File: src/sv/pn_pkg.sv
// ----------------------------------------------------------------------------
// pn_pkg
// Shared types, codes and helpers for the path normalizer.
// ----------------------------------------------------------------------------
package pn_pkg;

   localparam int unsigned ByteW = 8;

   // result status codes
   localparam logic [1:0] ST_OK      = 2'd0;
   localparam logic [1:0] ST_BADCHAR = 2'd1;
   localparam logic [1:0] ST_TOOLONG = 2'd2;

   // request function codes
   localparam logic FN_PATH = 1'b0;
   localparam logic FN_READ = 1'b1;

   localparam logic [7:0] CH_NUL   = 8'h00;
   localparam logic [7:0] CH_SLASH = 8'h2F;
   localparam logic [7:0] CH_DOT   = 8'h2E;
   localparam logic [7:0] CH_DASH  = 8'h2D;
   localparam logic [7:0] CH_UNDER = 8'h5F;
   localparam logic [7:0] CH_ZERO  = 8'h30;
   localparam logic [7:0] CH_NINE  = 8'h39;

   typedef enum logic [3:0] {
      S_INIT, S_IDLE, S_RDATA, S_START, S_COPY, S_CPEND,
      S_BYTE, S_UP, S_UPW, S_WR, S_TERM, S_EMIT
   } state_type;

   // letters, digits, dash, dot, underscore
   function automatic logic char_ok(input logic [7:0] c);
      return (c >= CH_ZERO && c <= CH_NINE) || (c >= 8'h41 && c <= 8'h5A) ||
             (c >= 8'h61 && c <= 8'h7A) || c == CH_DASH || c == CH_DOT ||
             c == CH_UNDER;
   endfunction

endpackage

File: src/sv/pn_buf.sv
// ----------------------------------------------------------------------------
// pn_buf
// Directory byte buffer: one write port, one registered read port.
// ----------------------------------------------------------------------------
module pn_buf #(
   parameter int unsigned DEPTH = 256
) (
   input  logic                     clock,
   input  logic                     we,
   input  logic [$clog2(DEPTH)-1:0] waddr,
   input  logic [pn_pkg::ByteW-1:0] wdata,
   input  logic [$clog2(DEPTH)-1:0] raddr,
   output logic [pn_pkg::ByteW-1:0] rdata
);

   logic [pn_pkg::ByteW-1:0] mem [DEPTH];
   logic [pn_pkg::ByteW-1:0] rdata_ff;

   // write port
   always_ff @(posedge clock) begin
      if (we) begin
         mem[waddr] <= wdata;
      end
   end

   // registered read
   always_ff @(posedge clock) begin
      rdata_ff <= mem[raddr];
   end

   assign rdata = rdata_ff;

endmodule

File: config.mk
export PLATFORM = sky130hd
export DESIGN_NAME = pn_buf
export DESIGN_NICKNAME = d
export VERILOG_FILES = /design/src/sv/pn_pkg.sv /design/src/sv/pn_buf.sv
export SDC_FILE = /design/constraint.sdc
export NUM_CORES = 2
export LEC_CHECK = 0
export BUFFER_PORTS_ARGS = -buffer_cell sky130_fd_sc_hd__clkbuf_2
export CORE_MARGIN = 5
export CORE_UTILIZATION = 45
export DETAILED_ROUTE_END_ITERATION = 10
export PLACE_DENSITY = 0.61
export SLEW_MARGIN = 20
export SYNTH_ARGS = -nofsm -noshare
export SYNTH_HDL_FRONTEND = slang
export SYNTH_SLANG_ARGS = --single-unit
export TNS_END_PERCENT = 30
File: constraint.sdc
create_clock -name clock -period 3.2 [get_ports clock]
set_input_delay 0.64 -clock clock [delete_from_list [all_inputs] [get_ports clock]]
set_output_delay 0.64 -clock clock [all_outputs]
set_load 0.03 [all_outputs]
# After elaboration in Yosys (flattened, before gate mapping)
# Memory sizes are Yosys's and may differ from the RTL's. A register that Yosys moved wholly into a read port is not among the register bits.
# Cells that the tools add are included.
dict set report word_totals {
  rom_bits 0
  word_cells 3
  register_bits 0
  latchBits 0
  mem_count 1
  output_inout_bits 8
  mem_bits_rw 2048
}
dict set report op_classes {
  n_eq_ne 0
  muxes 2
  div_mod_pow 0
  add_sub_neg 0
  multipliers 0
  bitwise_logic 0
  reduce_logical 0
  order_cmp 0
  shifts 0
}
# name depth word_bits read_ports rd_clocked_by_memory_dff write_ports line_no
set memory_table {}
lappend memory_table {mem 256 8 1 1 1 pn_buf.sv:16} ;# logic [pn_pkg::ByteW-1:0] mem [DEPTH];
# operator count
set op_table {}
lappend op_table {{$mux W1} 2}

# Depth between registers and ports, before layout
dict set report logic_depth {
  ltp_word 2
  mapped_depth 11
  ltp_nobuf 6
}

# Worst setup path before layout
# OpenSTA, ideal clock, no wires.
dict set report synth_path {
  path_kind {in2reg}
  start {input port raddr[0]}
  end {register rdata_ff, in the netlist rdata[2] (read register of mem)}
  setup_time_ns 0.131
  t_required_ns 3.069
  slack_ns 0.622
  path_stages 9
  path_buffers 4
  arrival_time_ns 2.447
  path_cell_list {buf_6 buf_12 buf_8 buf_2 mux4_2 a22oi_1 a21oi_1 nor4_1 nor4_2}
}
# element line_no
set synth_rtl {}
lappend synth_rtl {{start, declared} pn_buf.sv:12} ;# input logic [$clog2(DEPTH)-1:0] raddr,
lappend synth_rtl {{end, declared} pn_buf.sv:17} ;# logic [pn_pkg::ByteW-1:0] rdata_ff;

==> impl_metrics.ini <==
[power]
pwr_density_cell_nw_per_um2 = 602
ir_drop_v = 0.000533
p_sw_share_pct = 21.3
cell_internal_pwr_w = 0.0444
p_comb_share_pct = 5.5
clockPowerShare_pct = 41.7
p_leak_nw = 30.2
p_sw_w = 0.0120
p_seq_share_pct = 52.8

[run]
drv_cap = 0

[synth]
synthTopCellsByArea = edfxtp_1 77%, mux4_2 13%, mux2i_1 1.7%, nor2_1 1.3%, a22oi_1 1.3%
synthesis.area_sq_um = 79600
yosys_warnings = 0
synth_top_cell_area_share_pct = 77.3
ys_seq_area_share_pct = 77.5
synth_ff_type = edfxtp_1
synth_seq_cells = 2056
synth_fp_nets = 3759
synth-async-reset-ratio_pct = 0
synth_edf_count = 2048
synth_area_leader_cell = edfxtp_1
ys_types = 55
synth_cells = 3733
avgSynthCellArea_sq_um = 21.3

[clock_network]
cts_buffers = 204
clk_latency_ns = 0.84
cts-root-buf = clkbuf_16
htreeDepth = 4
path_clk_slew_ns = 0.06
postCtsSetupRepairBufs = 0
cts_tree = done
cts-hold-fix-buffers = 0
clock-sinks = 2056
clockBufferDepth = 3
ctsResizeCount = 0

[sta]
rsz0062_at_grt = no
period_needed_ns = 3.20
worst_pin_slew_ns = 1.04
hold_violations = 0
slew_violations = 0
finalSetupViolations = 1
fin_crit_sh_pct = 100
timing.final.ws_setup_ns = -0.00196
finalClockSkew_ns = 0.0363
fmax_ghz = 0.312
tns_ns = -0.00196
max-slew-margin-rel_pct = 30.0

[routing]
routed_wl_um = 202000
drtAntennaViolNets = 0
post-route-drc-count = 0
drt-vias-per-instance = 5.84
first_pass_iters = 6
initialDrtViolationCount = 4944
wl_per_cell_um = 29.3
vias = 40200

[global_routing]
grt-ovfl-total = 0
grt_max_degree = 109
grt_pass1_wl_um = 291000
antenna_found_initial = 9
grt_pass1_vias = 40300
track_usage_pct = 21.7

[critical_path]
crit_path_max_fanout = 25
cp-end-kind = flop
worstSetupStartpointType = input port
cp-startpoint = raddr[0]
worstPathArrival_ns = 3.86
reg2reg_from = mem[51][7]$_DFFE_PP_
worstSetupPathType = in2reg
cp_data_required_time_ns = 3.86

[die]
pin_count = 34
die_height_um = 430
dieArea_sq_um = 185000
die_w_um = 430
core_sq_um = 176000
rows = 154
initial_core_util_pct = 45.2

[hold_path]
min-delay-start = wdata[2]
hold_class = in2reg

[place]
dp.cells = 6502
gp_congestion = 0.854
placed_cell_area_sq_um = 87000
io_buffers = 33
dp_hpwl_um = 131000

[run_status]
status = finished with violations
violations = setup timing

[cells_and_area]
final_cells = 6882
drive_above_1_share_pct = 31.4
area_growth_pct = 17.7
final_nets = 4394
postLayoutCellArea_sq_um = 93700
==> layout by cell type (no fill, tap or decap), types with 4 or more instances in the layout <==
master     instances
nor4_1            23
bufinv_16         19
o22a_1             5
clkinv_1          47
clkbuf_16        206
clkbuf_2          21
diode_2            6
a22o_1             8
clkbuf_8           5
nand4_1           10
nand2_1           33
buf_12            75
nor2b_1           28
mux2i_1          134
o32ai_1            4
o22ai_1           28
o21ai_0           10
o221ai_1          46
edfxtp_1        2048
a21oi_1           96
a22oi_1          133
and2_1             6
a211oi_1          16
nor2_1           279
buf_4            556
clkinv_2          42
nor3_1            22
dfxtp_1            8
o211ai_1          10
a221oi_1          13
clkbuf_1          39
mux4_2           454
buf_8              9
nand3_1           34
nor4_2             4
or2_2              4
clkinv_16          6
nand2b_1           8
==> worst max-delay path: stages <==
cell,delay [ns]
buf_8,0.20
buf_12,0.27
buf_12,0.28
buf_4,0.21
mux4_2,0.51
o22ai_1,0.16
nor3_1,0.14
buf_4,0.20
nor4_1,0.82
buf_4,0.24
nor4_2,0.04
==> per-stage QoR <==
step                util, %  hold WS, ns  setup WS [ns]  total power [W]
detailed placement     49.5         1.06         -0.849           0.0334
global placement       49.5         1.02          -1.03           0.0334
global route           53.2        0.227         0.0630           0.0581
finish                 53.2        0.255       -0.00196           0.0563
floorplan                 -        0.739          0.622           0.0318
CTS                    53.2        0.223        0.00929           0.0568
==> power groups by stage <==
stage               logic, W  clock network, W  registers, W
finish               0.00309            0.0235        0.0297
global route         0.00327            0.0251        0.0297
CTS                  0.00312            0.0240        0.0297
detailed placement   0.00311                 0        0.0303
global placement     0.00308                 0        0.0303
floorplan            0.00144                 0        0.0303
==> path summary, 6_finish.rpt <==
path                                         endpoint  slack, ns  cells after the start
worst max-delay path                 rdata[0]$_DFF_P_     -0.002                     11
worst min register to register       rdata[3]$_DFF_P_       1.07                      7
worst min-delay path            mem[211][2]$_DFFE_PP_       0.25                      1
worst max register to register       rdata[7]$_DFF_P_       0.40                      8
==> state kept, by name, summed over array words and instances, names as in the netlist <==
signal	flops
rdata	8
mem	2048
==> per-layer routing <==
metal,wire length [um],up-vias,global-route usage [%]
li1,-,17000,-
met1,83100,21200,31.1
met2,94100,1679,33.0
met3,18600,302,5.83
met4,6130,2,6.74
met5,11,-,0
==> cells by family after synthesis <==
logic type             after synthesis  synth area share, %
AND/OR/NAND/NOR                    466                 2.63
flip-flops                        2056                 77.5
multiplexers                       591                 14.6
buffers and inverters              235                 1.83
AO/OA/AOI/OAI                      385                 3.42
==> area by class of cell <==
type	count	area [sq um]
clock inverter	125	1270
multi-input combinational	1442	16500
inverter	2	7.51
sequential	2056	61700
fill	13400	82300
antenna	6	15.0
tap	2340	2930
clock buffer	249	5360
timing repair buffer	662	5930
==> synth_stat cells (all sizes together), types with 12 or more instances <==
cell	number
a211oi	16
a21oi	96
a221oi	14
a22oi	133
buf	122
clkbuf	111
edfxtp	2048
mux2i	134
mux4	456
nand2	33
nand3	34
nor2	282
nor2b	31
nor3	22
nor4	27
o21ai	12
o221ai	47
o22ai	28
No activity file was read; power rests on OpenSTA's default activity.
